`src/design/tppc_pkg.sv`:
```
`default_nettype none

package tppc_pkg;

	// item and result field widths
	localparam int SAMPLE_W = 12;
	localparam int TEMP_W   = 17;
	localparam int DRIVE_W  = 15;
	localparam int PWM_W    = 10;

	// PID datapath
	localparam int SETP_W      = 8;
	localparam int FRAC_W      = 8;
	localparam int GAIN_W      = 16;
	localparam int GAIN_FRAC_W = 12;
	localparam int ERR_W       = SETP_W + FRAC_W;
	localparam int ACC_W       = 32;
	localparam int DIGIT_W     = 16;

	localparam int unsigned TEMP_FULL      = 128000;  // 500 degrees in Q9.8
	localparam int unsigned DRIVE_MAX      = 25600;   // 100 percent in Q7.8
	localparam int unsigned PWM_SCALE      = 10;
	localparam int          PWM_PROD_W     = DRIVE_W + 4;
	localparam int unsigned FAN_ON_MARGIN  = 256;
	localparam int unsigned FAN_OFF_MARGIN = 128;

	// register port
	localparam int ADDR_W = 4;
	localparam int DATA_W = 32;

	typedef logic [1:0] reg_idx_t;
	localparam reg_idx_t REG_SETPOINT = 2'd0;
	localparam reg_idx_t REG_GAIN_P   = 2'd1;
	localparam reg_idx_t REG_GAIN_I   = 2'd2;
	localparam reg_idx_t REG_GAIN_D   = 2'd3;

	localparam logic [SETP_W-1:0] SETPOINT_RST = 8'd50;
	localparam logic [GAIN_W-1:0] GAIN_P_RST   = 16'd942;
	localparam logic [GAIN_W-1:0] GAIN_I_RST   = 16'd303;
	localparam logic [GAIN_W-1:0] GAIN_D_RST   = 16'd7782;

	typedef struct packed {
		logic [SETP_W-1:0] setpoint;
		logic [GAIN_W-1:0] gain_p;
		logic [GAIN_W-1:0] gain_i;
		logic [GAIN_W-1:0] gain_d;
	} cfg_t;

	typedef struct packed {
		logic                start;
		logic                sample_valid;
		logic [SAMPLE_W-1:0] sample;
	} win_req_t;

endpackage

`default_nettype wire

```
`src/design/tppc_window.sv`:
```
`default_nettype none

module tppc_window import tppc_pkg::*; #(
	parameter int unsigned WINDOW_LEN = 10,
	parameter int unsigned ADC_BITS   = 12
) (
	input  logic              clk,
	input  logic              arst_n,
	input  win_req_t          req,
	output logic              done,
	output logic [TEMP_W-1:0] temperature
);

	localparam int unsigned ADC_MAX    = (1 << ADC_BITS) - 1;
	localparam int unsigned PORT_MAX   = (1 << SAMPLE_W) - 1;
	localparam int unsigned SAMPLE_MAX = (ADC_MAX > PORT_MAX) ? PORT_MAX : ADC_MAX;
	localparam int unsigned SUM_W      = $clog2(WINDOW_LEN * SAMPLE_MAX + 1);
	localparam int unsigned SLOT_W     = (WINDOW_LEN > 1) ? $clog2(WINDOW_LEN) : 1;
	localparam longint unsigned DIVISOR = longint'(ADC_MAX) * WINDOW_LEN;
	localparam int unsigned D_W        = $clog2(DIVISOR + 1);
	// floor(2^SUM_W * 500 deg / divisor); the product undershoots by at most one
	localparam longint unsigned RECIP  = ((64'd1 << SUM_W) * TEMP_FULL) / DIVISOR;
	localparam int unsigned RECIP_W    = $clog2(RECIP + 1);
	localparam int unsigned QP_W       = SUM_W + RECIP_W;
	localparam int unsigned NUM_W      = SUM_W + TEMP_W;
	localparam int unsigned QD_W       = TEMP_W + D_W;

	localparam logic [2:0] W_IDLE = 3'd0;
	localparam logic [2:0] W_SUM  = 3'd1;
	localparam logic [2:0] W_MUL  = 3'd2;
	localparam logic [2:0] W_QD   = 3'd3;
	localparam logic [2:0] W_FIX  = 3'd4;

	logic [SAMPLE_W-1:0] mem [WINDOW_LEN];
	logic [SAMPLE_W-1:0] rd_q;

	logic [2:0]          state_q;
	logic [SLOT_W-1:0]   slot_q;
	logic                wrapped_q;
	logic [SUM_W-1:0]    sum_q;
	logic [TEMP_W-1:0]   temp_q;
	logic                done_q;

	logic [SAMPLE_W-1:0] s_q;
	logic [QP_W-1:0]     qprod_q;
	logic [NUM_W-1:0]    num_q;
	logic [TEMP_W-1:0]   q0_q;
	logic [QD_W-1:0]     qd_q;

	logic [SAMPLE_W-1:0] sample_sat;
	logic [SAMPLE_W-1:0] old_sample;
	logic [SUM_W-1:0]    sum_next;
	logic [NUM_W-1:0]    rem;
	logic                wr_en;

	assign done        = done_q;
	assign temperature = temp_q;

	always_comb begin
		if (32'(req.sample) > ADC_MAX)
			sample_sat = SAMPLE_W'(ADC_MAX);
		else
			sample_sat = req.sample;
	end

	// slots fill in order, so an entry is live once the slot pointer has wrapped
	assign old_sample = wrapped_q ? rd_q : '0;
	assign sum_next   = sum_q - SUM_W'(old_sample) + SUM_W'(s_q);
	assign rem        = num_q - NUM_W'(qd_q);
	assign wr_en      = (state_q == W_SUM);

	always_ff @(posedge clk) begin
		if (wr_en)
			mem[slot_q] <= s_q;
		rd_q <= mem[slot_q];
	end

	always_ff @(posedge clk or negedge arst_n) begin
		if (!arst_n) begin
			state_q   <= W_IDLE;
			slot_q    <= '0;
			wrapped_q <= 1'b0;
			sum_q     <= '0;
			temp_q    <= '0;
			done_q    <= 1'b0;
		end else begin
			done_q <= 1'b0;
			case (state_q)
				W_IDLE: begin
					if (req.start) begin
						if (req.sample_valid)
							state_q <= W_SUM;
						else
							done_q <= 1'b1;
					end
				end
				W_SUM: begin
					sum_q <= sum_next;
					if (slot_q == SLOT_W'(WINDOW_LEN - 1)) begin
						slot_q    <= '0;
						wrapped_q <= 1'b1;
					end else begin
						slot_q <= slot_q + 1'b1;
					end
					state_q <= W_MUL;
				end
				W_MUL: state_q <= W_QD;
				W_QD:  state_q <= W_FIX;
				W_FIX: begin
					temp_q  <= q0_q + TEMP_W'(rem >= NUM_W'(DIVISOR));
					done_q  <= 1'b1;
					state_q <= W_IDLE;
				end
				default: state_q <= W_IDLE;
			endcase
		end
	end

	always_ff @(posedge clk) begin
		if (state_q == W_IDLE && req.start)
			s_q <= sample_sat;
		if (state_q == W_MUL) begin
			qprod_q <= QP_W'(sum_q) * QP_W'(RECIP);
			num_q   <= NUM_W'(sum_q) * NUM_W'(TEMP_FULL);
		end
		if (state_q == W_QD) begin
			q0_q <= TEMP_W'(qprod_q >> SUM_W);
			qd_q <= QD_W'(TEMP_W'(qprod_q >> SUM_W)) * QD_W'(DIVISOR);
		end
	end

endmodule

`default_nettype wire

```
`config.mk`:
```
export PLATFORM = sky130hd
export DESIGN_NAME = tppc_window
export DESIGN_NICKNAME = d
export VERILOG_FILES = /design/src/design/tppc_pkg.sv /design/src/design/tppc_window.sv
export SDC_FILE = /design/constraint.sdc
export NUM_CORES = 1
export LEC_CHECK = 0
export BUFFER_PORTS_ARGS = -buffer_cell sky130_fd_sc_hd__buf_2
export CAP_MARGIN = 0
export CORE_MARGIN = 2
export CORE_UTILIZATION = 30
export CTS_CLUSTER_DIAMETER = 50
export CTS_CLUSTER_SIZE = 10
export DETAILED_ROUTE_END_ITERATION = 7
export PLACE_DENSITY = 0.56
export SYNTH_ARGS = -nofsm -noshare
export SYNTH_HDL_FRONTEND = slang
export SYNTH_SLANG_ARGS = --single-unit
```
`constraint.sdc`:
```
create_clock -name clk -period 6.3 [get_ports clk]
set_input_delay 0.315 -clock clk [delete_from_list [all_inputs] [get_ports clk]]
set_output_delay 0.315 -clock clk [all_outputs]
set_load 0.01 [all_outputs]
```
Word level (Yosys, flattened, before mapping)
Memory sizes are Yosys's and may differ from the RTL's. A register that Yosys moved wholly into a read port is not among the register bits.
Cells that the tools add are included.

operators by class
  add/sub/neg operators = 5
  $mul = 3
  magnitude comparators = 1
  equality and inequality tests = 7
  mux-type cells = 10
  reductions and logical operators = 4

operator list
  cell                                                                  number
  greater-or-equal comparator 33 x 16 -> 1 bit (second input constant)  1
  subtractor 33 bit                                                     1
  multiplier 16 x 17 -> 32 bit (second input constant)                  1
  multiplier 17 x 15 -> 32 bit (second input constant)                  1
  multiplier 16 x 7 -> 23 bit (second input constant)                   1
  adder 17 x 1 -> 17 bit                                                1
  adder 16 x 12 -> 16 bit                                               1
  subtractor 16 x 12 -> 16 bit                                          1
  2-to-1 mux 12 bit                                                     1
  one-hot mux 3 bit (4 select lines)                                    1
  equality test 3 x 2 -> 1 bit (second input constant)                  2
  2-to-1 mux 3 bit                                                      2
  adder 4 x 1 -> 4 bit (second input constant)                          1
  equality test 4 bit (second input constant)                           1
  2-to-1 mux 1 bit                                                      4
  2-to-1 mux 4 bit                                                      1
  != test 2 bit (second input constant)                                 2
  AND reduction 2 bit                                                   2
  equality test 3 x 1 -> 1 bit (second input constant)                  1
  equality test 3 bit (second input constant)                           1
  logical NOT 3 bit                                                     1
  one-hot mux 1 bit (2 select lines)                                    1
  logical AND 1 bit                                                     1

word-level totals
  register bits after elaboration = 158
  memory bits (writable) = 120
  bits of input ports = 16
  output and inout bits = 18
  word-level logic and storage cells = 42
  memories kept = 1

memories
  name  depth  width  rd ports  clocked after memory_dff  wr ports  line               source
  mem   10     12     1         1                         1         tppc_window.sv:34  logic [SAMPLE_W-1:0] mem [WINDOW_LEN];

Depth between registers and ports, before layout
  word-level depth = 3
  depth in mapped cells = 22
  gate-level depth less buffers = 22

Worst setup path after synthesis
OpenSTA, ideal clock, no wires.

  kind = flip-flop to flip-flop
  start point = register qprod_q[25]
  end point = register qd_q[29] (data pin)
  setup time = 265 ps
  arrival time = 5,726 ps
  required time = 6,035 ps
  slack = 310 ps
  stages on the path, launching flop included = 20
  path buffers = 0
  period minus slack after synthesis = 5,990 ps
  path through = edfxtp_1 -> fa_1 -> inv_1 -> fa_1 -> inv_1 -> fa_1 -> fa_1 -> fa_1 -> inv_1 -> fa_1 -> inv_1 -> ha_1 -> nand2_1 -> a2111o_1 -> nor4b_1 -> o31ai_1 -> a21boi_0 -> o21ai_0 -> a21oi_1 -> a31oi_1

between the ends
  longest elaborated chain between the ends = 1

ends and longest elaborated chain
  item                          line                source
  from (decl)                   tppc_window.sv:45   logic [QP_W-1:0] qprod_q;
  from (signal assigned)        tppc_window.sv:123  qprod_q <= QP_W'(sum_q) * QP_W'(RECIP);
  multiplier 17 x 15 -> 32 bit  tppc_window.sv:128  qd_q <= QD_W'(TEMP_W'(qprod_q >> SUM_W)) * QD_W'(DIVISOR);
  to (signal assigned)          tppc_window.sv:128
  to (decl)                     tppc_window.sv:48   logic [QD_W-1:0] qd_q;

Every way passes these cells.
A chain may end at the register's enable or synchronous reset.

Worst setup path after layout
  start point = register qprod_q[26]
  end point = register qd_q[29] (data pin)

The elaborated chain is that of the path after synthesis.

==> results.cfg <==
[sta]
max-slew-margin-rel_pct = 24.4
period_minus_slack_ps = 6040
worst_pin_slew_ps = 1130
setup_viol = 0
max_freq_mhz = 166
slew_violations = 0
holdWs_ps = -10.6
fin_crit_sh_pct = 95.8
finalHoldViolCount = 21
finClkSkew_ps = 16.8

[yosys]
synth-seq-cells = 274
seq_area_frac_synth_pct = 34.9
postSynthAreaPerCell_um2 = 11.6
synth_area_leaders = edfxtp_1, fa_1, ha_1
synth-async-reset-ratio_pct = 15.3
synth-edff-count = 220
synth_warnings = 0
synth_ff_type = edfxtp_1
netlist_instances = 1957
synth_top_area_share_pct = 29.2
syn-num-nets = 2485
syn-cell-area_um2 = 22600
yosysTopAreaCell = edfxtp_1
synth_cell_types = 78

[status]
violations = negative hold slack
status = complete, but fails checks

[floorplan]
coreArea_um2 = 74600
dieArea_um2 = 77700
row_count = 100
io-pin-count = 34
initial_core_util_pct = 30.4
die_h_um = 279
die_w_um = 279

[detailed_routing]
via_count = 14497
drtAntennaViolNets = 0
routed_wl_um = 52600
first_pass_iters = 5
drc_errors = 0
avgViaCountPerCell = 4.73
wire_per_inst_um = 17.2
drt_iter0_markers = 824

[clock_network]
cts.path.max_buffers = 3
clk_latency_ps = 560
clk_pin_slew_ps = 50
cts.sink_count = 274
cts_buffers = 38
cts_root_buffer = clkbuf_16
h-tree-depth = 2
cts_tree = built

[critical_path]
endpoint_kind = flip-flop
r2r_cells = 19
r2r-end = qd_q[29]$_DFFE_PP_
cp_max_fo = 4
crit_chain = buf_4 -> fa_1 -> fa_1 -> fa_1 -> fa_1 -> fa_1 -> inv_1 -> fa_1 -> inv_1 -> ha_4 -> nand2_1 -> a2111o_1 -> nor4b_1 -> buf_4 -> o31ai_4 -> a21boi_2 -> o21ai_0 -> a21oi_1 -> a31oi_1
crit_path_top_delay_cell = fa_1
crit_family = adder cells
ff2ff_setup_slack_ps = 260
r2r_start = qprod_q[26]$_DFFE_PN_
critPathKind = flip-flop to flip-flop
critPathLaunchType = flip-flop
cpPeakStageDelay_ps = 590
worstPathRequired_ps = 6590
path_buf_inv = 4
path_common_cell = fa_1
worstPathArrival_ps = 6330

[finish]
final_cell_mix = inv_1, ha_1, edfxtp_1
area_growth_pct = 13.6
fill_cells = 7423
diodes = 0
final_area_um2 = 25700
fin_nets = 2593
drive_gt1_share_pct = 10.2
layout_commonest_cell = inv_1

[global_routing]
grt_pass1_wl_um = 85400
grt-ovfl-total = 0
grt_antenna_before_repair = 3
track_usage_pct = 14.0
grt_max_degree = 49
grt_pass1_vias = 15417

[hold_path]
hold_class = primary input to async pin

[placed_design]
hpwl_um = 42000
placed_area_um2 = 24200
gp_congestion = 0.875
io_buffers = 33

[job]
max_cap_viol_count = 0
-- worst reg2reg max path, cell delays in order, from the launching register on --
cell      delay (ps)
edfxtp_1         430
buf_4            180
fa_1             590
fa_1             450
fa_1             480
fa_1             520
fa_1             550
inv_1             60
fa_1             530
inv_1             60
ha_4             270
nand2_1           70
a2111o_1         390
nor4b_1          340
buf_4            210
o31ai_4          100
a21boi_2         190
o21ai_0          120
a21oi_1          170
a31oi_1           50
-- synthesized netlist by cell type (10+ instances only) --
| cell | number |
|---|---|
| a31oi_1 | 11 |
| nand2_1 | 69 |
| dfrtp_1 | 42 |
| nand3_1 | 26 |
| a21oi_1 | 98 |
| mux4_2 | 24 |
| o21ai_0 | 50 |
| a21o_1 | 26 |
| xor2_1 | 27 |
| inv_1 | 367 |
| clkbuf_1 | 23 |
| mux2i_1 | 19 |
| fa_1 | 210 |
| nor2b_1 | 28 |
| a211oi_1 | 20 |
| o211ai_1 | 10 |
| nor3_1 | 32 |
| nand4_1 | 12 |
| dfxtp_1 | 12 |
| ha_1 | 302 |
| o21a_1 | 14 |
| xnor2_1 | 62 |
| o21bai_1 | 14 |
| and3_1 | 13 |
| and2_1 | 13 |
| nor2_1 | 89 |
| edfxtp_1 | 220 |
-- flip-flops by register name, summed over array words and instances (netlist names) --
| name | flops |
|---|---|
| qd_q | 31 |
| state_q | 3 |
| q0_q | 17 |
| temperature | 17 |
| slot_q | 4 |
| s_q | 12 |
| wrapped_q | 1 |
| num_q | 23 |
| mem | 120 |
| done | 1 |
| rd_q | 12 |
| sum_q | 16 |
| qprod_q | 17 |
-- per-layer routing --
layer	share of wire (%)	track usage (%)
met1	48	19.3
met2	46	22.8
met3	4.0	2.08
met4	2.3	3.79
met5	0	0
-- final cells by class --
cell class	count	area, um^2	share of cell area (%)
Clock buffer	57	1090	4.25
Sequential cell	274	7900	30.7
Timing Repair Buffer	101	706	2.74
Multi-Input combinational cell	1283	13300	51.8
Tap cell	969	1210	4.71
Clock inverter	13	119	0.462
Inverter	367	1380	5.36
-- cells by family after synthesis --
| logic type | Yosys count | share of synthesized area [%] |
|---|---|---|
| adder cells (fa/ha/maj) | 512 | 35.3 |
| buffers and inverters | 400 | 6.83 |
| AND/OR/NAND/NOR | 334 | 7.57 |
| AO/OA/AOI/OAI | 302 | 8.65 |
| flip-flops | 274 | 34.9 |
| XOR/XNOR | 89 | 3.44 |
| multiplexers | 46 | 3.38 |
-- repair_timing --
action,in CTS,in global routing
gates cloned,0,0
setup buffers,1,7
pin swaps,1,19
resized for setup,2,20
hold buffers,12,0
hold endpoints to repair,12,0
endpoints found under the setup margin,5,8
-- per-stage QoR --
step                setup TNS (ps)  hold WS [ps]  util, %  instances  worst slack, ps
floorplan                        0          19.4        -       1957              310
global placement             -7.47           491     32.5       2974            -7.47
detailed placement            -175           491     32.5       2974            -66.8
CTS                              0          8.94     34.3       3057             1.51
global route                 -40.1          45.7     34.5       3064            -40.1
finish                           0         -10.6     34.5       3064              265
-- how the worst max path moves through the flow --
stage / from / end / slack [ps] / depth (start not counted)
after floorplan: qprod_q[25]$_DFFE_PN_ / qd_q[29]$_DFFE_PP_ / 310 / 19
after global placement: qprod_q[24]$_DFFE_PN_ / qd_q[30]$_DFFE_PP_ / -7 / 20
after detailed placement: qprod_q[25]$_DFFE_PN_ / qd_q[32]$_DFFE_PP_ / -70 / 18
after CTS: qprod_q[25]$_DFFE_PN_ / qd_q[32]$_DFFE_PP_ / 2 / 18
after global routing: qprod_q[24]$_DFFE_PN_ / qd_q[32]$_DFFE_PP_ / -40 / 21
final: qprod_q[26]$_DFFE_PN_ / qd_q[29]$_DFFE_PP_ / 260 / 19
Power is not shown: default switching activity piles up to over one toggle a cycle in this logic, so the estimate is an artifact.
