### src/design/tppc_pkg.sv
`default_nettype none

package tppc_pkg;

	// item and result field widths
	localparam int SAMPLE_W = 12;
	localparam int TEMP_W   = 17;
	localparam int DRIVE_W  = 15;
	localparam int PWM_W    = 10;

	// PID datapath
	localparam int SETP_W      = 8;
	localparam int FRAC_W      = 8;
	localparam int GAIN_W      = 16;
	localparam int GAIN_FRAC_W = 12;
	localparam int ERR_W       = SETP_W + FRAC_W;
	localparam int ACC_W       = 32;
	localparam int DIGIT_W     = 16;

	localparam int unsigned TEMP_FULL      = 128000;  // 500 degrees in Q9.8
	localparam int unsigned DRIVE_MAX      = 25600;   // 100 percent in Q7.8
	localparam int unsigned PWM_SCALE      = 10;
	localparam int          PWM_PROD_W     = DRIVE_W + 4;
	localparam int unsigned FAN_ON_MARGIN  = 256;
	localparam int unsigned FAN_OFF_MARGIN = 128;

	// register port
	localparam int ADDR_W = 4;
	localparam int DATA_W = 32;

	typedef logic [1:0] reg_idx_t;
	localparam reg_idx_t REG_SETPOINT = 2'd0;
	localparam reg_idx_t REG_GAIN_P   = 2'd1;
	localparam reg_idx_t REG_GAIN_I   = 2'd2;
	localparam reg_idx_t REG_GAIN_D   = 2'd3;

	localparam logic [SETP_W-1:0] SETPOINT_RST = 8'd50;
	localparam logic [GAIN_W-1:0] GAIN_P_RST   = 16'd942;
	localparam logic [GAIN_W-1:0] GAIN_I_RST   = 16'd303;
	localparam logic [GAIN_W-1:0] GAIN_D_RST   = 16'd7782;

	typedef struct packed {
		logic [SETP_W-1:0] setpoint;
		logic [GAIN_W-1:0] gain_p;
		logic [GAIN_W-1:0] gain_i;
		logic [GAIN_W-1:0] gain_d;
	} cfg_t;

	typedef struct packed {
		logic                start;
		logic                sample_valid;
		logic [SAMPLE_W-1:0] sample;
	} win_req_t;

endpackage

`default_nettype wire

### src/design/tppc_pid.sv
`default_nettype none

module tppc_pid import tppc_pkg::*; #(
	parameter int unsigned CONTROL_RATE_HZ = 100
) (
	input  logic               clk,
	input  logic               arst_n,
	input  logic               start,
	input  logic [TEMP_W-1:0]  temperature,
	input  cfg_t               cfg,
	output logic               done,
	output logic [DRIVE_W-1:0] drive
);

	localparam int unsigned RATE_W   = $clog2(CONTROL_RATE_HZ + 1);
	localparam int unsigned DIV_K    = RATE_W + DIGIT_W;
	// x < rate * 2^16 <= 2^DIV_K, so x * RECIP >> DIV_K undershoots by at most one
	localparam longint unsigned RECIP = (64'd1 << DIV_K) / CONTROL_RATE_HZ;
	localparam int unsigned RECIP_W  = DIV_K + 1;
	localparam int unsigned QM_W     = DIV_K + RECIP_W;
	localparam int unsigned PP_W     = GAIN_W + ERR_W;
	localparam int unsigned PI_W     = GAIN_W + ACC_W;
	localparam int unsigned N_DIG    = PI_W / DIGIT_W;
	localparam int unsigned DIG_W    = $clog2(N_DIG);
	localparam int unsigned GDR_W    = GAIN_W + RATE_W;
	localparam int unsigned DIFF_W   = ERR_W + 1;
	localparam int unsigned PD_W     = GDR_W + 1 + DIFF_W;
	localparam int unsigned PS_W     = ((PD_W > PI_W) ? PD_W : PI_W) + 2;
	localparam int unsigned DQ_W     = PS_W - 1 - GAIN_FRAC_W;

	localparam logic [2:0] P_IDLE  = 3'd0;
	localparam logic [2:0] P_MUL   = 3'd1;
	localparam logic [2:0] P_DMUL  = 3'd2;
	localparam logic [2:0] P_DIVA  = 3'd3;
	localparam logic [2:0] P_DIVB  = 3'd4;
	localparam logic [2:0] P_SUM   = 3'd5;
	localparam logic [2:0] P_CLAMP = 3'd6;

	logic [2:0]               state_q;
	logic [ACC_W-1:0]         acc_q;
	logic [ERR_W-1:0]         last_q;
	logic [DRIVE_W-1:0]       drive_q;
	logic                     done_q;
	logic [DIG_W-1:0]         dig_q;

	logic [ERR_W-1:0]         e_q;
	logic signed [DIFF_W-1:0] diff_q;
	logic [PP_W-1:0]          pp_q;
	logic [PI_W-1:0]          pi_q;
	logic [GDR_W-1:0]         gdr_q;
	logic signed [PD_W-1:0]   pd_q;
	logic [RATE_W-1:0]        rem_q;
	logic [PI_W-1:0]          quot_q;
	logic [QM_W-1:0]          qm_q;
	logic [DIV_K-1:0]         x_q;
	logic [PS_W-1:0]          ps_q;

	logic [ERR_W-1:0]         sp;
	logic [ERR_W-1:0]         err;
	logic                     above;
	logic [ACC_W:0]           acc_sum;
	logic [DIV_K-1:0]         x;
	logic [DIGIT_W-1:0]       qdig;
	logic [DIV_K-1:0]         r0;
	logic                     rfix;
	logic [DQ_W-1:0]          dq;

	assign done  = done_q;
	assign drive = drive_q;

	assign sp      = {cfg.setpoint, {FRAC_W{1'b0}}};
	assign above   = TEMP_W'(sp) < temperature;
	assign err     = sp - ERR_W'(temperature);
	assign acc_sum = (ACC_W + 1)'(acc_q) + (ACC_W + 1)'(err);

	// one 16-bit digit of gain_i * acc / rate per P_DIVA / P_DIVB pass
	assign x    = {rem_q, pi_q[PI_W-1 -: DIGIT_W]};
	assign qdig = DIGIT_W'(qm_q >> DIV_K);
	assign r0   = x_q - DIV_K'(DIV_K'(qdig) * DIV_K'(CONTROL_RATE_HZ));
	assign rfix = r0 >= DIV_K'(CONTROL_RATE_HZ);

	assign dq = ps_q[PS_W-2:GAIN_FRAC_W];

	always_ff @(posedge clk or negedge arst_n) begin
		if (!arst_n) begin
			state_q <= P_IDLE;
			acc_q   <= '0;
			last_q  <= '0;
			drive_q <= '0;
			done_q  <= 1'b0;
			dig_q   <= '0;
		end else begin
			done_q <= 1'b0;
			case (state_q)
				P_IDLE: begin
					if (start) begin
						if (above) begin
							// too warm: no drive, integrator and history hold
							drive_q <= '0;
							done_q  <= 1'b1;
						end else begin
							acc_q   <= acc_sum[ACC_W] ? '1 : acc_sum[ACC_W-1:0];
							last_q  <= err;
							state_q <= P_MUL;
						end
					end
				end
				P_MUL: state_q <= P_DMUL;
				P_DMUL: begin
					dig_q   <= '0;
					state_q <= P_DIVA;
				end
				P_DIVA: state_q <= P_DIVB;
				P_DIVB: begin
					if (dig_q == DIG_W'(N_DIG - 1)) begin
						state_q <= P_SUM;
					end else begin
						dig_q   <= dig_q + 1'b1;
						state_q <= P_DIVA;
					end
				end
				P_SUM: state_q <= P_CLAMP;
				P_CLAMP: begin
					if (ps_q[PS_W-1] || ps_q == '0)
						drive_q <= '0;
					else if (dq > DQ_W'(DRIVE_MAX))
						drive_q <= DRIVE_W'(DRIVE_MAX);
					else
						drive_q <= DRIVE_W'(dq);
					done_q  <= 1'b1;
					state_q <= P_IDLE;
				end
				default: state_q <= P_IDLE;
			endcase
		end
	end

	always_ff @(posedge clk) begin
		case (state_q)
			P_IDLE: begin
				e_q    <= err;
				diff_q <= DIFF_W'(err) - DIFF_W'(last_q);
			end
			P_MUL: begin
				pp_q  <= PP_W'(cfg.gain_p) * PP_W'(e_q);
				pi_q  <= PI_W'(cfg.gain_i) * PI_W'(acc_q);
				gdr_q <= GDR_W'(cfg.gain_d) * GDR_W'(CONTROL_RATE_HZ);
			end
			P_DMUL: begin
				pd_q   <= PD_W'($signed({1'b0, gdr_q})) * PD_W'(diff_q);
				rem_q  <= '0;
				quot_q <= '0;
			end
			P_DIVA: begin
				qm_q <= QM_W'(x) * QM_W'(RECIP);
				x_q  <= x;
			end
			P_DIVB: begin
				quot_q <= {quot_q[PI_W-DIGIT_W-1:0], qdig + DIGIT_W'(rfix)};
				rem_q  <= rfix ? RATE_W'(r0 - DIV_K'(CONTROL_RATE_HZ)) : RATE_W'(r0);
				pi_q   <= pi_q << DIGIT_W;
			end
			P_SUM: begin
				ps_q <= PS_W'(pp_q) + PS_W'(quot_q) + PS_W'(pd_q);
			end
			default: ;
		endcase
	end

endmodule

`default_nettype wire

### config.mk
export PLATFORM = sky130hd
export DESIGN_NAME = tppc_pid
export DESIGN_NICKNAME = d
export VERILOG_FILES = /design/src/design/tppc_pkg.sv /design/src/design/tppc_pid.sv
export SDC_FILE = /design/constraint.sdc
export NUM_CORES = 2
export LEC_CHECK = 0
export CORE_MARGIN = 5
export CORE_UTILIZATION = 35
export CTS_CLUSTER_DIAMETER = 50
export CTS_CLUSTER_SIZE = 30
export DETAILED_ROUTE_END_ITERATION = 12
export DONT_BUFFER_PORTS = 1
export MAX_ROUTING_LAYER = met4
export PLACE_DENSITY = 0.57
export SYNTH_ARGS = -nofsm -noshare
export SYNTH_HDL_FRONTEND = slang
export SYNTH_SLANG_ARGS = --single-unit
### constraint.sdc
create_clock -name clk -period 7.7 [get_ports clk]
set_input_delay 0.77 -clock clk [delete_from_list [all_inputs] [get_ports clk]]
set_output_delay 0.77 -clock clk [all_outputs]
set_load 0.005 [all_outputs]
-- Yosys cells after proc, flatten, opt, wreduce, memory -nomap -nowiden
Index checks and enable logic that the tools add are counted.
- flip-flop bits (word level): 408
- input port bits: 76
- word-level logic and storage cells: 76
- add/sub/neg operators: 9
- $mul: 6
- order comparisons: 3
- equality and inequality tests: 11
- multiplexer cells: 19
- bitwise operators: 1
- reductions and logical operators: 10
- operator list (operator ; number):
    $pmux 48 s2 ; 2
    $mux 15 ; 4
    $add 49x50->50 ; 1
    $logic_not 50->1 ; 1
    $add 32x48->49 ; 1
    $mul 16x32->48 ; 1
    $mul 16x5->21 const B ; 2
    $mul 22x17->39 ; 1
    $mul 23x16->38 const B ; 1
    $gt 37x15->1 const B ; 1
    $add 32x16->33 ; 1
    $mul 16x16->32 ; 1
    $mux 32 ; 1
    $pmux 15 s2 ; 1
    $ge 23x7->1 const B ; 1
    $sub 23x23->23 ; 1
    $pmux 3 s6 ; 1
    $lt 16x17->1 ; 1
    $sub 16x16->17 ; 1
    $add 16x1->16 ; 1
    $sub 16x16->16 ; 1
    $pmux 7 s2 ; 1
    $eq 3x3->1 const B ; 3
    $mux 3 ; 3
    17 further kinds ; 26

-- Logic depth before layout (Yosys ltp)
- word-level depth: 5
- depth in mapped cells: 30
- gate-level depth less buffers: 30

-- Worst setup path after synthesis
OpenSTA, ideal clock, no wires.
- path kind: input to register
- start: in cfg[31] (netlist name)
- end: reg pi_q[42], data pin
- library setup time: 0.169 ns
- arrival time: 6.797 ns
- data required time: 7.531 ns
- setup slack: 0.734 ns
- stages on the path: 24
- cells stage by stage: clkbuf_1 -> and2_1 -> fa_1 -> inv_1 -> fa_1 -> inv_1 -> fa_1 -> inv_1 -> fa_1 -> fa_1 -> fa_1 -> inv_1 -> ha_1 -> clkbuf_1 -> a21o_1 -> a211o_1 -> a41o_1 -> a221o_1 -> nand3_1 -> a31o_2 -> a211oi_1 -> o21a_1 -> o31a_1 -> o31ai_1
- cells in the longest elaborated chain, start to end: 2
- RTL lines (element ; RTL line ; text):
    start, declared ; tppc_pid.sv:10 ; input cfg_t cfg,
    $mul 16x32->48 ; tppc_pid.sv:146 ; pi_q <= PI_W'(cfg.gain_i) * PI_W'(acc_q);
    $pmux 48 s2 ; tppc_pid.sv:139 ; case (state_q)
    end signal, assigned ; tppc_pid.sv:146 ;
    end signal, assigned ; tppc_pid.sv:161 ; pi_q <= pi_q << DIGIT_W;
    end, declared ; tppc_pid.sv:49 ; logic [PI_W-1:0] pi_q;
Every way passes these cells.
A chain may end at the register's enable or synchronous reset.

-- Worst setup path in the final report
- start: reg acc_q[19]
- end: reg pi_q[46], data pin
- cells in the longest elaborated chain, start to end: 2
- RTL lines (element ; RTL line ; text):
    start, declared ; tppc_pid.sv:40 ; logic [ACC_W-1:0] acc_q;
    start signal, assigned ; tppc_pid.sv:102 ; acc_q <= acc_sum[ACC_W] ? '1 : acc_sum[ACC_W-1:0];
    $mul 16x32->48 ; tppc_pid.sv:146 ;
    $pmux 48 s2 ; tppc_pid.sv:139 ;
Every way passes these cells.

==> impl_metrics.tcl <==
set metrics [dict create \
    max_slew.worst_pin.slew_ns 1.14 \
    clockBufferDepth 3 \
    grt_max_degree 70 \
    drv_slew 0 \
    final_common_cell "inv_1" \
    synth_seq_cells 386 \
    htreeDepth 2 \
    cts-root-buf "clkbuf_16" \
    syn_inst 6697 \
    routabilityCongestion 0.891 \
    pin_count 92 \
    synth_top_family_by_area "adder cells" \
    num_vias 45469 \
    synth_compound_area_share_pct 7.92 \
    path_clk_slew_ns 0.07 \
    cp_cell_sequence "nand2_1 > fa_1 > inv_1 > fa_1 > inv_1 > fa_1 > fa_1 > fa_1 > fa_1 > inv_1 > ha_1 > nand4_1 > a211oi_1 > nor4b_1 > a221o_1 > nand3_1 > a31o_2 > a211oi_1 > o2111ai_1 > and4_1 > o31ai_1" \
    ys_types 89 \
    place_hpwl_um 140000 \
    fin_ws_ns 0.462 \
    synth.area.top_cells "fa_1 34%, ha_1 15%, edfxtp_1 15%" \
    cp_top_family "adder cells" \
    synth_ff_type "edfxtp_1" \
    cp-start-kind "flip-flop" \
    syn_area_sq_um 65500 \
    grt_pass1_wl_um 273000 \
    crit_fanout 19 \
    synth-async-reset-ratio_pct 17.9 \
    path_common_cell "fa_1" \
    yosysTopAreaCell "fa_1" \
    crit_buf_inv 3 \
    drtIter0Drc 2469 \
    pre_cts_slack_ns 0.382 \
    yosys_warnings 0 \
    grt_pass1_vias 48449 \
    cap_violations 0 \
    syn2layout_area_growth_pct 7.86 \
    yosys.area_share.xor_xnor_pct 3.42 \
    cts_sinks 386 \
    final_cell_mix "1,294 x inv_1, 1,106 x fa_1, 802 x nand2_1" \
    fp.dieH_um 443 \
    setup_violations 0 \
    antenna_found_initial 4 \
    finClkSkew_ns 0.0486 \
    syn_nets 8655 \
    hold_class "input port to flip-flop" \
    slowest_stage "dfrtp_1" \
    coreArea_sq_um 186000 \
    grt-ovfl-total 0 \
    crit_type "flip-flop to flip-flop" \
    start_util_pct 35.2 \
    fmax_mhz 138 \
    synth_mux_area_share_pct 0.176 \
    rows 158 \
    slew_headroom_pct 23.7 \
    nets 8574 \
    numCtsBuffers 57 \
    synth_edf_count 317 \
    totalWireLength_um 169000 \
    die_x_um 443 \
    tritoncts "done" \
    dr.pass1.iters 5 \
    synth-simple-area-share_pct 13.9 \
    worst_setup_path_end_kind "flip-flop" \
    setup_tns_ns 0 \
    status "completed" \
    fin_crit_sh_pct 94.0 \
    worstPathArrival_ns 7.74 \
    final_layout_size_suffix_gt1_share_pct 3.68 \
    ant_nets 0 \
    design.die.area_sq_um 196000 \
    routedWlPerCell_um 18.5 \
    post_drt_via_cell_ratio 4.97 \
    hold_viol_final 0 \
    synth-seq-area-share_pct 17.2 \
    syn_area_per_cell_sq_um 9.78 \
    rsz0062_at_grt "false" \
    grt_usage_pct 17.8 \
    synth_fa_ha_area_share_pct 48.6 \
    period_minus_slack_ns 7.24 \
    cp.required_ns 8.20 \
    worst_path_largest_cell_delay_ns 0.85 \
    drc 0 \
    synth_top_area_share_pct 33.8 \
    io_buffers 0 \
    clk_latency_ns 0.68 \
    n_fill_cell 18683 \
]
## layer usage
| metal | wire length [um] | part of all wire [%] | global-route usage [%] |
|---|---|---|---|
| met1 | 74500 | 44 | 23.1 |
| met2 | 84800 | 50 | 30.3 |
| met3 | 6170 | 3.6 | 1.79 |
| met4 | 3790 | 2.2 | 4.04 |
| met5 | 0 | 0 | - |
## worst register-to-register path, cell delays in order, from the launching register on
cell and delay, ns:
dfrtp_1 0.85, nand2_1 0.17, fa_1 0.53, inv_1 0.05, fa_1 0.53, inv_1 0.05
fa_1 0.51, fa_1 0.44, fa_1 0.55, fa_1 0.55, inv_1 0.04, ha_1 0.41
nand4_1 0.21, a211oi_1 0.35, nor4b_1 0.28, a221o_1 0.25, nand3_1 0.14, a31o_2 0.29
a211oi_1 0.31, o2111ai_1 0.17, and4_1 0.21, o31ai_1 0.18
## worst paths after layout
check | from | end | slack [ns] | cells past startpoint
hold reg to reg | last_q[0]$_DFFE_PN0P_ | last_q[0]$_DFFE_PN0P_ | 0.48 | 2
max in group asynchronous | arst_n | acc_q[16]$_DFFE_PN0P_ | 6.52 | 2
hold / removal | cfg[1] | gdr_q[3]$_DFFE_PP_ | 0.21 | 0
setup / recovery | acc_q[19]$_DFFE_PN0P_ | pi_q[46]$_DFFE_PP_ | 0.46 | 21
setup reg to reg | acc_q[19]$_DFFE_PN0P_ | pi_q[46]$_DFFE_PP_ | 0.46 | 21
min in group asynchronous | arst_n | drive[7]$_DFFE_PN0P_ | 0.63 | 2
## metrics by stage
| stage | cells | hold slack, ns | util, % | cell area (sq um) |
|---|---|---|---|---|
| detailed placement | 9031 | 0.478 | 36.8 | 68400 |
| CTS | 9140 | 0.167 | 38.0 | 70600 |
| global placement | 9031 | 0.468 | 36.8 | 68400 |
| floorplan | 6697 | 0.454 | - | 65500 |
| finish | 9149 | 0.213 | 38.0 | 70600 |
| global route | 9147 | 0.169 | 38.0 | 70600 |
## cell families after synthesis
| kind of cell | after synthesis |
|---|---|
| flip-flops | 386 |
| AND/OR/NAND/NOR | 1856 |
| AO/OA/AOI/OAI | 777 |
| adder cells (fa/ha/maj) | 1882 |
| multiplexers | 11 |
| buffers and inverters | 1529 |
| XOR/XNOR | 256 |
## final cells by class
| class | instances | area (sq um) | share of cell area [%] |
|---|---|---|---|
| inverters | 1294 | 4860 | 6.88 |
| clock buffers | 60 | 1450 | 2.05 |
| clock inverters | 47 | 673 | 0.953 |
| repair buffers | 95 | 748 | 1.06 |
| well taps | 2480 | 3100 | 4.39 |
| diodes | 5 | 12.5 | 0.0177 |
| multi-input cells | 4782 | 48500 | 68.7 |
| flip-flops and latches | 386 | 11200 | 15.9 |
## synthesized netlist by cell type (all sizes together), types with 73 or more instances
| cell type | count |
|---|---|
| inv | 1294 |
| fa | 1106 |
| nand2 | 803 |
| ha | 776 |
| and2 | 499 |
| edfxtp | 317 |
| clkbuf | 226 |
| a21oi | 222 |
| nor2 | 185 |
| xnor2 | 179 |
| o21ai | 128 |
| a21o | 110 |
| xor2 | 77 |
| nand3 | 73 |
## state kept, by name, indices dropped and copies added (netlist names), 15 cells and up
register / count
gdr_q: 21
quot_q: 48
pd_q: 39
diff_q: 17
pp_q: 32
ps_q: 50
e_q: 16
pi_q: 48
acc_q: 32
qm_q: 16
x_q: 23
drive: 15
last_q: 16
## what timing repair did
item | in CTS | in global routing
setup buffers | 0 | 4
hold buffers | 2 | 0
hold endpoints to repair | 69 | 0
endpoints found under the setup margin | 0 | 2
resized for setup | 0 | 1
Power is not shown: default switching activity piles up to over one toggle a cycle in this logic, so the estimate is an artifact.
