`config.mk`:
```
export PLATFORM = sky130hd
export DESIGN_NAME = tppc_regs
export DESIGN_NICKNAME = d
export VERILOG_FILES = /design/src/design/tppc_pkg.sv /design/src/design/tppc_regs.sv
export SDC_FILE = /design/constraint.sdc
export NUM_CORES = 1
export LEC_CHECK = 0
export BUFFER_PORTS_ARGS = -buffer_cell sky130_fd_sc_hd__buf_2
export CAP_MARGIN = 0
export CORE_MARGIN = 2
export CORE_UTILIZATION = 39
export DETAILED_ROUTE_END_ITERATION = 8
export PLACE_DENSITY = 0.77
export SETUP_SLACK_MARGIN = 0.1
export SYNTH_ARGS = -nofsm -noshare
export SYNTH_HDL_FRONTEND = slang
export SYNTH_SLANG_ARGS = --single-unit
```
`constraint.sdc`:
```
create_clock -name clk -period 1.7 [get_ports clk]
set_clock_uncertainty 0.05 [all_clocks]
set_input_delay 0.255 -clock clk [delete_from_list [all_inputs] [get_ports clk]]
set_output_delay 0.255 -clock clk [all_outputs]
set_load 0.02 [all_outputs]
```
`src/design/tppc_pkg.sv`:
```
`default_nettype none

package tppc_pkg;

	// item and result field widths
	localparam int SAMPLE_W = 12;
	localparam int TEMP_W   = 17;
	localparam int DRIVE_W  = 15;
	localparam int PWM_W    = 10;

	// PID datapath
	localparam int SETP_W      = 8;
	localparam int FRAC_W      = 8;
	localparam int GAIN_W      = 16;
	localparam int GAIN_FRAC_W = 12;
	localparam int ERR_W       = SETP_W + FRAC_W;
	localparam int ACC_W       = 32;
	localparam int DIGIT_W     = 16;

	localparam int unsigned TEMP_FULL      = 128000;  // 500 degrees in Q9.8
	localparam int unsigned DRIVE_MAX      = 25600;   // 100 percent in Q7.8
	localparam int unsigned PWM_SCALE      = 10;
	localparam int          PWM_PROD_W     = DRIVE_W + 4;
	localparam int unsigned FAN_ON_MARGIN  = 256;
	localparam int unsigned FAN_OFF_MARGIN = 128;

	// register port
	localparam int ADDR_W = 4;
	localparam int DATA_W = 32;

	typedef logic [1:0] reg_idx_t;
	localparam reg_idx_t REG_SETPOINT = 2'd0;
	localparam reg_idx_t REG_GAIN_P   = 2'd1;
	localparam reg_idx_t REG_GAIN_I   = 2'd2;
	localparam reg_idx_t REG_GAIN_D   = 2'd3;

	localparam logic [SETP_W-1:0] SETPOINT_RST = 8'd50;
	localparam logic [GAIN_W-1:0] GAIN_P_RST   = 16'd942;
	localparam logic [GAIN_W-1:0] GAIN_I_RST   = 16'd303;
	localparam logic [GAIN_W-1:0] GAIN_D_RST   = 16'd7782;

	typedef struct packed {
		logic [SETP_W-1:0] setpoint;
		logic [GAIN_W-1:0] gain_p;
		logic [GAIN_W-1:0] gain_i;
		logic [GAIN_W-1:0] gain_d;
	} cfg_t;

	typedef struct packed {
		logic                start;
		logic                sample_valid;
		logic [SAMPLE_W-1:0] sample;
	} win_req_t;

endpackage

`default_nettype wire

```
`src/design/tppc_regs.sv`:
```
`default_nettype none

module tppc_regs import tppc_pkg::*; (
	input  logic              clk,
	input  logic              arst_n,
	input  logic              psel,
	input  logic              penable,
	input  logic              pwrite,
	input  logic [ADDR_W-1:0] paddr,
	input  logic [DATA_W-1:0] pwdata,
	output logic [DATA_W-1:0] prdata,
	output cfg_t              cfg
);

	cfg_t     cfg_q;
	reg_idx_t idx;
	logic     wr;

	assign idx = paddr[ADDR_W-1:2];
	assign wr  = psel & penable & pwrite;
	assign cfg = cfg_q;

	always_ff @(posedge clk or negedge arst_n) begin
		if (!arst_n) begin
			cfg_q.setpoint <= SETPOINT_RST;
			cfg_q.gain_p   <= GAIN_P_RST;
			cfg_q.gain_i   <= GAIN_I_RST;
			cfg_q.gain_d   <= GAIN_D_RST;
		end else if (wr) begin
			case (idx)
				REG_SETPOINT: cfg_q.setpoint <= pwdata[SETP_W-1:0];
				REG_GAIN_P:   cfg_q.gain_p   <= pwdata[GAIN_W-1:0];
				REG_GAIN_I:   cfg_q.gain_i   <= pwdata[GAIN_W-1:0];
				REG_GAIN_D:   cfg_q.gain_d   <= pwdata[GAIN_W-1:0];
				default: ;
			endcase
		end
	end

	always_comb begin
		case (idx)
			REG_SETPOINT: prdata = DATA_W'(cfg_q.setpoint);
			REG_GAIN_P:   prdata = DATA_W'(cfg_q.gain_p);
			REG_GAIN_I:   prdata = DATA_W'(cfg_q.gain_i);
			REG_GAIN_D:   prdata = DATA_W'(cfg_q.gain_d);
			default:      prdata = '0;
		endcase
	end

endmodule

`default_nettype wire

```
Word-level counts from Yosys, hierarchy flattened --
Cells that the tools add are included.
Word-level totals: output and inout port bits 88, flip-flop bits (word level) 56, bits of input ports 41, logic and storage cells 15
Cells by class: equal/unequal tests 3, bitwise gates (word level) 2, reduce and logical (&&, ||, !) cells 5, multiplexer cells 1
Operators with widths (number):
- case mux 32 bit (4 select lines) | 1
- AND reduction 2 bit | 4
- == test 2 bit, second input constant | 2
- AND 1 bit | 2
- == test 2 x 1 -> 1 bit, second input constant | 1
- zero test 2 bit | 1

Depth between registers and ports, before layout --
Gate-level depths: netlist of run 1.
depth in word-level cells 3, gate-level depth with buffers 5, depth with buffers taken out 3

Worst setup path after synthesis of run 1 --
Ideal clock, no wire load.
path kind input -> output, start input port paddr[2], end output port prdata[10], arrival time 1.192 ns, buffers on the path 2, cell stages on the path 4, required time 1.395 ns, setup slack 0.203 ns, path through buf_6 -> buf_4 -> mux2_2 -> a22o_1
On the way: longest elaborated chain between the ends 2
Ends and longest elaborated chain:
- from (decl) | line tppc_regs.sv:9 | input logic [ADDR_W-1:0] paddr,
- == test 2 bit (tied with other cells) | line tppc_regs.sv:41 | case (idx)
- case mux 32 bit (4 select lines) (*) | line tppc_regs.sv:41
- to (decl) | line tppc_regs.sv:11 | output logic [DATA_W-1:0] prdata,
Every way passes the cells marked *; elsewhere a longest branch is shown, timed or not. The select of a mux whose other input is x is not followed.

Worst setup path after layout of run 1 --
start register cfg_q (netlist bit cfg[4]), end output port prdata[4]
On the way: longest elaborated chain between the ends 1
Ends and longest elaborated chain:
- from (decl) | line tppc_regs.sv:15 | cfg_t cfg_q;
- case mux 32 bit (4 select lines) | line tppc_regs.sv:41
Every way passes these cells. The select of a mux whose other input is x is not followed.

==> results of run 1 <==
[worst min-delay path by stage]
stage	from	end	cells past startpoint
floorplan	arst_n	cfg[0]	0
global placement	arst_n	cfg[23]	2
CTS	pwdata[12]	cfg[28]	2
detailed placement	arst_n	cfg[23]	2
global route	pwdata[12]	cfg[28]	2
finish	pwdata[10]	cfg[26]	2
[area by class of cell]
class | count | area (sq um) | share of cell area
flip-flops and latches | 56 | 1430 | 0.386
multi-input cells | 102 | 1150 | 0.311
repair buffers | 133 | 918 | 0.247
well taps | 80 | 100 | 0.0270
clock buffers | 6 | 72.6 | 0.0195
clock inverters | 2 | 35.0 | 0.00944
[layer usage]
layer  GRT usage  routed length (microns)
met1       0.223                     2680
met2       0.286                     3200
met3      0.0396                      348
met4      0.0448                       21
met5           0                        0
[placed cells by master, fill, tap and decap left out, drive strengths merged]
cell type and count:
mux4 8, dfrtp 32, dfstp 24, mux2 64, nand3 1, conb 16
and3 1, clkbuf 6, nand3b 1, buf 132, bufinv 1, and3b 1
clkinv 1, a22o 8, nor2b 1, dlygate4sd3 1, nor3b 1
[power groups by stage]
stage	clock network, W	registers (W)	logic, W
floorplan	0	0.00236	0.000704
global placement	0	0.00197	0.00160
detailed placement	0	0.00199	0.00163
CTS	0.000875	0.00194	0.00191
global route	0.000937	0.00199	0.00212
finish	0.000843	0.00194	0.00200
[cell families (layout without fill, tap and decap cells)]
group,after synthesis,after routing,synth area share
other,1,16,0.00138
DFF,56,56,0.526
muxes,72,72,0.345
AOI/OAI and AO/OA,8,8,0.0257
and+or+nand+nor,6,6,0.0303
buffers and inverters,25,141,0.0717
[cells in the mapped netlist, drive strengths merged]
cell type	n	share of area
nor3b	1	0.0069
and3b	1	0.0032
mux4	8	0.066
buf	24	0.070
nor2b	1	0.0023
mux2	64	0.28
clkbuf	1	0.0014
nand3	1	0.0064
dfrtp	32	0.29
a22o	8	0.026
dfstp	24	0.23
conb	1	0.0014
nand3b	1	0.0074
and3	1	0.0041
[repair_timing]
item,4_1_cts,5_1_grt
pin swaps,1,0
hold buffers,1,0
endpoints found under the hold margin,32,0
setup buffers,19,7
endpoints found under the setup margin,16,16
gates resized for setup,23,11
[worst reg2reg max path: cells and delay by family (launching register included)]
family / cells / cell delay [ns]
flops: 1 / 0.40
mux: 1 / 0.25
buf+inv: 2 / 0.26
[stage by stage]
step / instances / hold WS (ns) / utilization
final: 379 / 0.159 / 0.549
after global routing: 379 / 0.132 / 0.549
after CTS: 372 / 0.145 / 0.536
after detailed placement: 344 / 0.228 / 0.487
after global placement: 344 / 0.226 / 0.487
after floorplan: 183 / -0.0906 / -
==> reports/metrics.cfg, run 1 <==
[outcome]
status=completed

[setup_path]
critPathRequiredTime_ns=1.39
crit_end=prdata[4]
worst_ep_arrival_time_ns=1.33
r2r_setup_slack_ns=0.64
worst_path_dominant_cell_family=multiplexers
crit_start=cfg[4]
critical_path_class=flip-flop to output port
crit_slowest_cell=mux4_2
path_buf_inv=1
cp.depth=2
r2r_end=cfg[55]
rr_worst_depth=3
cp_max_fo=2
end_kind=output port
worst_setup_path_start_kind=flip-flop
worstReg2RegStart=cfg[55]
worstPathCellList=mux4_2, buf_6
critPathMaxStageDelay_ns=0.48

[placement]
port_buffers=94
post-place-ws_ns=0.00750
placed_area_sq_um=3290
place.gp.congestion=0.739
dp_hpwl_mm=4.19

[sta]
max_freq_mhz=612
rsz0062_at_grt=true
tns_ns=0
period_share=0.961
layout_min_cycle_time_ns=1.63
hold_viol=0
setup_viol=0
slew_violations=0
worst_slack_ns=0.0669

[routing]
vias=1875
detail-route-antenna-nets=0
first_pass_iters=4
drt-vias-per-instance=4.95
drt_iter0_markers=41
drcViolationCount=0
wirelength_mm=6.25
wl_per_cell_microns=16.5

[synth]
seq_area_frac_synth=0.526
synth.distinct_cells=20
netlist_area_sq_um=2720
avgSynthCellArea_sq_um=16.2
ys_seq_elements=56
synthCells=168
synth_warnings=0

[power]
power_switching_w=0.00161
power_w=0.00478
p_seq_frac=0.406
switching_share=0.336
power.density_nw_per_um2=1290
p_int_w=0.00318
combPwrFrac=0.417
max-vdd-ir-drop_mv=0.501
p_leak_nw=1.83
p_clk_frac=0.176

[floorplan]
ioPinCount=129
design.die.area_sq_um=7660
start_util=0.403
core_sq_um=6760
chipHeight_microns=87.5
die_w_microns=87.5
row_count=30

[cts]
clockBufferDepth=2
root_buffer=clkbuf_8
clk_pin_slew_worst_paths_ns=0.10
clkLatencyLatePin_ns=0.29
clock-sinks=56
cts_tree=yes
h-tree-depth=2
numCtsBuffers=5

[final_layout]
diodes=0
design_area_sq_um=3710
nNetsFinal=339
syn_to_final_growth_pct=36.4
largest_reg_flops=56
drive_gt1_frac=0.796
nFillCells=579

[flow_run]
cap_violations=0

[global_routing]
grt_pass1_vias=1897
grt_pass1_wl_mm=9.85
antenna_found_initial=0
grt_max_degree=57
gr-total-overflow=0
grt_usage=0.170

[min_path]
worstHoldPathType=input port to flip-flop

(Power assumes the default switching activity.)
==> run 2: changes to the inputs <==
--- a/config.mk
+++ b/config.mk
@@ -8,9 +8,9 @@
 export BUFFER_PORTS_ARGS = -buffer_cell sky130_fd_sc_hd__buf_2
 export CAP_MARGIN = 0
 export CORE_MARGIN = 2
-export CORE_UTILIZATION = 39
+export CORE_UTILIZATION = 30
 export DETAILED_ROUTE_END_ITERATION = 8
-export PLACE_DENSITY = 0.77
+export PLACE_DENSITY = 0.64
 export SETUP_SLACK_MARGIN = 0.1
 export SYNTH_ARGS = -nofsm -noshare
 export SYNTH_HDL_FRONTEND = slang
==> reports/metrics.cfg, run 2 (same netlist as run 1, synthesis figures left out) <==
[final_layout]
layout_commonest_cell=buf_2
diodes=0
syn_to_final_growth_pct=42.0
fin_cells=422
nFillCells=830
drive_gt1_frac=0.803
final_cell_mix=77 x buf_2, 53 x mux2_2, 48 x buf_4
nNetsFinal=354
largest_reg_flops=56

[routing]
first_pass_iters=4
wirelength_mm=6.56
drcViolationCount=0
drt_iter0_markers=53
detail-route-antenna-nets=0
vias=1903
wl_per_cell_microns=15.5
drt-vias-per-instance=4.51

[setup_path]
worst_ep_arrival_time_ns=1.33
worstPathCellList=mux4_2, buf_6
path_buf_inv=1
critPathMaxStageDelay_ns=0.50
critPathRequiredTime_ns=1.39
crit_slowest_cell=mux4_2
worst_path_dominant_cell_family=multiplexers
cp_max_fo=2
critical_path_class=flip-flop to output port
worst_setup_path_start_kind=flip-flop
end_kind=output port

[cts]
clock-sinks=56
root_buffer=clkbuf_8
clockBufferDepth=2
clkLatencyLatePin_ns=0.30
numCtsBuffers=5
h-tree-depth=2
clk_pin_slew_worst_paths_ns=0.09
cts_tree=yes

[global_routing]
grt_pass1_vias=1930
grt_max_degree=57
grt_usage=0.134
gr-total-overflow=0
antenna_found_initial=0
grt_pass1_wl_mm=10.4

[placement]
post-place-ws_ns=0.0516
dp_hpwl_mm=4.44
dp_cells=373
place.gp.congestion=0.714
port_buffers=94

[sta]
hold_viol=0
max_freq_mhz=612
rsz0062_at_grt=true
layout_min_cycle_time_ns=1.63
period_share=0.961
setup_viol=0
tns_ns=0
slew_violations=0
worst_slack_ns=0.0662

[floorplan]
core_sq_um=8760
ioPinCount=129
start_util=0.311
chipHeight_microns=99.2
die_w_microns=99.2
design.die.area_sq_um=9850
row_count=34

[power]
p_leak_nw=1.90
max-vdd-ir-drop_mv=0.492
power.density_nw_per_um2=1240

[min_path]
worstHoldPathType=input port to flip-flop

[flow_run]
cap_violations=0

[outcome]
status=completed

[run 2: cell count changes in the layout (fill, tap and decap cells not counted), sizes merged]
cell    before  now
clkinv       1    0
bufinv       1    0
buf        132  147
clkbuf       6    8
[run 2: timing repair]
item,4_1_cts,5_1_grt
cloned,0,0
resized for setup,29,4
hold endpoints to repair,32,0
buffers inserted,29,11
hold buffers,1,0
endpoints found under the setup margin,16,16
pin swaps,1,0
[run 2: path summary, 6_finish.rpt]
path | slack (ns) | to | from | cells after the start
setup / recovery | 0.07 | prdata[0] | cfg[0] | 2
hold / removal | 0.16 | cfg[25] | pwdata[9] | 2
setup reg to reg | 0.63 | cfg[27] | cfg[27] | 3
hold reg to reg | 0.48 | cfg[14] | cfg[14] | 1
max in group asynchronous | 0.87 | cfg[6] | arst_n | 3
min in group asynchronous | 0.44 | cfg[32] | arst_n | 3
[run 2: power breakdown]
part	total, W	internal [W]	switching [W]	leakage, nW
Sequential	0.00192	0.00174	0.000182	0.644
Combinational	0.00212	0.00109	0.00103	1.21
Clock	0.000742	0.000334	0.000408	0.0455
Total	0.00478	0.00316	0.00162	1.90
[run 2: layout make-up]
cell class	instances	area, sq um	area share
Tap cell	108	135	0.0350
Clock buffer	8	90.1	0.0233
Timing Repair Buffer	148	1060	0.273
Multi-Input combinational cell	102	1150	0.298
Sequential cell	56	1430	0.370
[run 2: layer usage]
metal  track usage  wire, microns
met4        0.0295             64
met5             0              0
met3        0.0260            258
met1         0.183           2930
met2         0.222           3310
[run 2: per-stage QoR]
stage | cell area [sq um] | power (W) | hold WS, ns | util
2_1_floorplan | 2780 | 0.00306 | -0.0906 | -
3_3_place_gp | 3360 | 0.00359 | 0.229 | 0.383
3_5_place_dp | 3360 | 0.00363 | 0.229 | 0.383
4_1_cts | 3770 | 0.00474 | 0.142 | 0.430
5_1_grt | 3860 | 0.00506 | 0.140 | 0.441
6_report | 3860 | 0.00478 | 0.157 | 0.441
==> run 3: changes to the inputs <==
--- a/config.mk
+++ b/config.mk
@@ -5,13 +5,14 @@
 export SDC_FILE = /design/constraint.sdc
 export NUM_CORES = 1
 export LEC_CHECK = 0
-export BUFFER_PORTS_ARGS = -buffer_cell sky130_fd_sc_hd__buf_2
 export CAP_MARGIN = 0
 export CORE_MARGIN = 2
 export CORE_UTILIZATION = 30
 export DETAILED_ROUTE_END_ITERATION = 8
-export PLACE_DENSITY = 0.64
+export DONT_BUFFER_PORTS = 1
+export PLACE_DENSITY = 0.52
 export SETUP_SLACK_MARGIN = 0.1
+export SLEW_MARGIN = 20
 export SYNTH_ARGS = -nofsm -noshare
 export SYNTH_HDL_FRONTEND = slang
 export SYNTH_SLANG_ARGS = --single-unit
==> reports/metrics.cfg, run 3 (same netlist as run 1, synthesis figures left out) <==
[floorplan]
ioPinCount=129
die_w_microns=99.2
row_count=34
core_sq_um=8760
start_util=0.311
design.die.area_sq_um=9850
chipHeight_microns=99.2

[power]
power_switching_w=0.00146
p_int_w=0.00278
power_w=0.00424
combPwrFrac=0.190
p_seq_frac=0.583
max-vdd-ir-drop_mv=0.486
p_clk_frac=0.227
switching_share=0.344
power.density_nw_per_um2=1390
p_leak_nw=1.27

[global_routing]
grt_pass1_vias=1510
grt_pass1_wl_mm=8.98
grt_use_met1=0.167
met3_usage=0.0436
gr-total-overflow=0
grt_usage=0.120
grt_use_met2=0.177
antenna_found_initial=0
grt_max_degree=57
grt_busiest_layer=met2

[sta]
layout_min_cycle_time_ns=1.67
hold_viol=0
rsz0062_at_grt=true
max_freq_mhz=600
setup_viol=0
slew_violations=0
period_share=0.980

[final_layout]
design_area_sq_um=3060
diodes=0
largest_reg_flops=56
fin_cells=280
syn_to_final_growth_pct=12.3
nNetsFinal=212
layout_commonest_cell=mux2_2
drive_gt1_frac=0.843
final_cell_mix=46 x mux2_2, 26 x dfrtp_2, 24 x dfstp_2

[cts]
clockBufferDepth=2
clk_pin_slew_worst_paths_ns=0.11
clkLatencyLatePin_ns=0.30
numCtsBuffers=5
root_buffer=clkbuf_8
h-tree-depth=2
cts_tree=yes
clock-sinks=56

[setup_path]
cp_max_fo=3
critPathRequiredTime_ns=1.39
crit_start=cfg[27]
crit_end=prdata[11]
r2r_end=cfg[47]
r2r_setup_slack_ns=0.74
rr_worst_depth=1
worst_setup_path_start_kind=flip-flop
end_kind=output port
critical_path_class=flip-flop to output port
worst_ep_arrival_time_ns=1.36
worstReg2RegStart=cfg[47]

[flow_run]
cap_violations=0

[routing]
vias=1434
wl_per_cell_microns=21.0
drt_iter0_markers=35
drcViolationCount=0
first_pass_iters=4
drt-vias-per-instance=5.12
wirelength_mm=5.88
detail-route-antenna-nets=0

[placement]
placed_area_sq_um=2750
port_buffers=0
place.gp.congestion=0.647
dp_hpwl_mm=3.73
dp_cells=269

[outcome]
status=completed

[min_path]
worstHoldPathType=input port to flip-flop

[run 3: cell types whose count changed in the layout (fill, tap and decap cells not counted), sizes merged]
cell,previous run,this run
buf,147,4
bufinv,0,1
clkbuf,8,7
dlygate4sd3,1,2
[run 3: cell type report]
cell class | count | area (sq um)
Tap cell | 108 | 135
Fill cell | 850 | 5710
Clock inverter | 1 | 30.0
Timing Repair Buffer | 6 | 82.6
Multi-Input combinational cell | 102 | 1250
Sequential cell | 56 | 1460
Clock buffer | 7 | 96.3
[run 3: worst min-delay path by stage]
stage	from	end	slack, ns	cells after the start
final	pwdata[11]	cfg[27]	0.03	1
after global routing	pwdata[9]	cfg[25]	0.01	1
after CTS	pwdata[14]	cfg[14]	0.01	1
after detailed placement	arst_n	cfg[43]	-0.09	0
after global placement	arst_n	cfg[43]	-0.09	0
after floorplan	arst_n	cfg[0]	-0.09	0
[run 3: repair_timing]
item                                    in CTS  in global routing
hold endpoints to repair                    56                  1
pin swaps                                    1                  0
gates resized for setup                     40                  4
buffers inserted                             0                  0
gates cloned                                 0                  0
endpoints found under the setup margin      16                 16
hold buffers                                 2                  1
[run 3: critical path: stages, from the launching register on]
cell and delay [ns]:
dfrtp_2 0.49, mux2_2 0.29, a22o_4 0.27
[run 3: power groups by stage]
| stage | clock, W | sequential [W] | combinational [W] |
|---|---|---|---|
| floorplan | 0 | 0.00236 | 0.000704 |
| global placement | 0 | 0.00246 | 0.000689 |
| detailed placement | 0 | 0.00246 | 0.000702 |
| CTS | 0.00100 | 0.00248 | 0.000802 |
| global route | 0.00106 | 0.00252 | 0.000866 |
| finish | 0.000963 | 0.00247 | 0.000808 |
[run 3: through the flow]
step	setup TNS [ns]	hold slack, ns	utilization	setup slack [ns]
6_report	0	0.0319	0.349	0.0339
3_5_place_dp	0	-0.0887	0.314	0.290
4_1_cts	0	0.0120	0.346	0.0216
2_1_floorplan	0	-0.0906	-	0.203
3_3_place_gp	0	-0.0882	0.314	0.299
5_1_grt	-0.00643	0.0114	0.349	-0.00643
[run 3: routing by layer]
layer,wire (microns),vias to the layer above
li1,-,593
met4,60,0
met3,485,5
met1,2700,761
met2,2630,75
met5,0,-
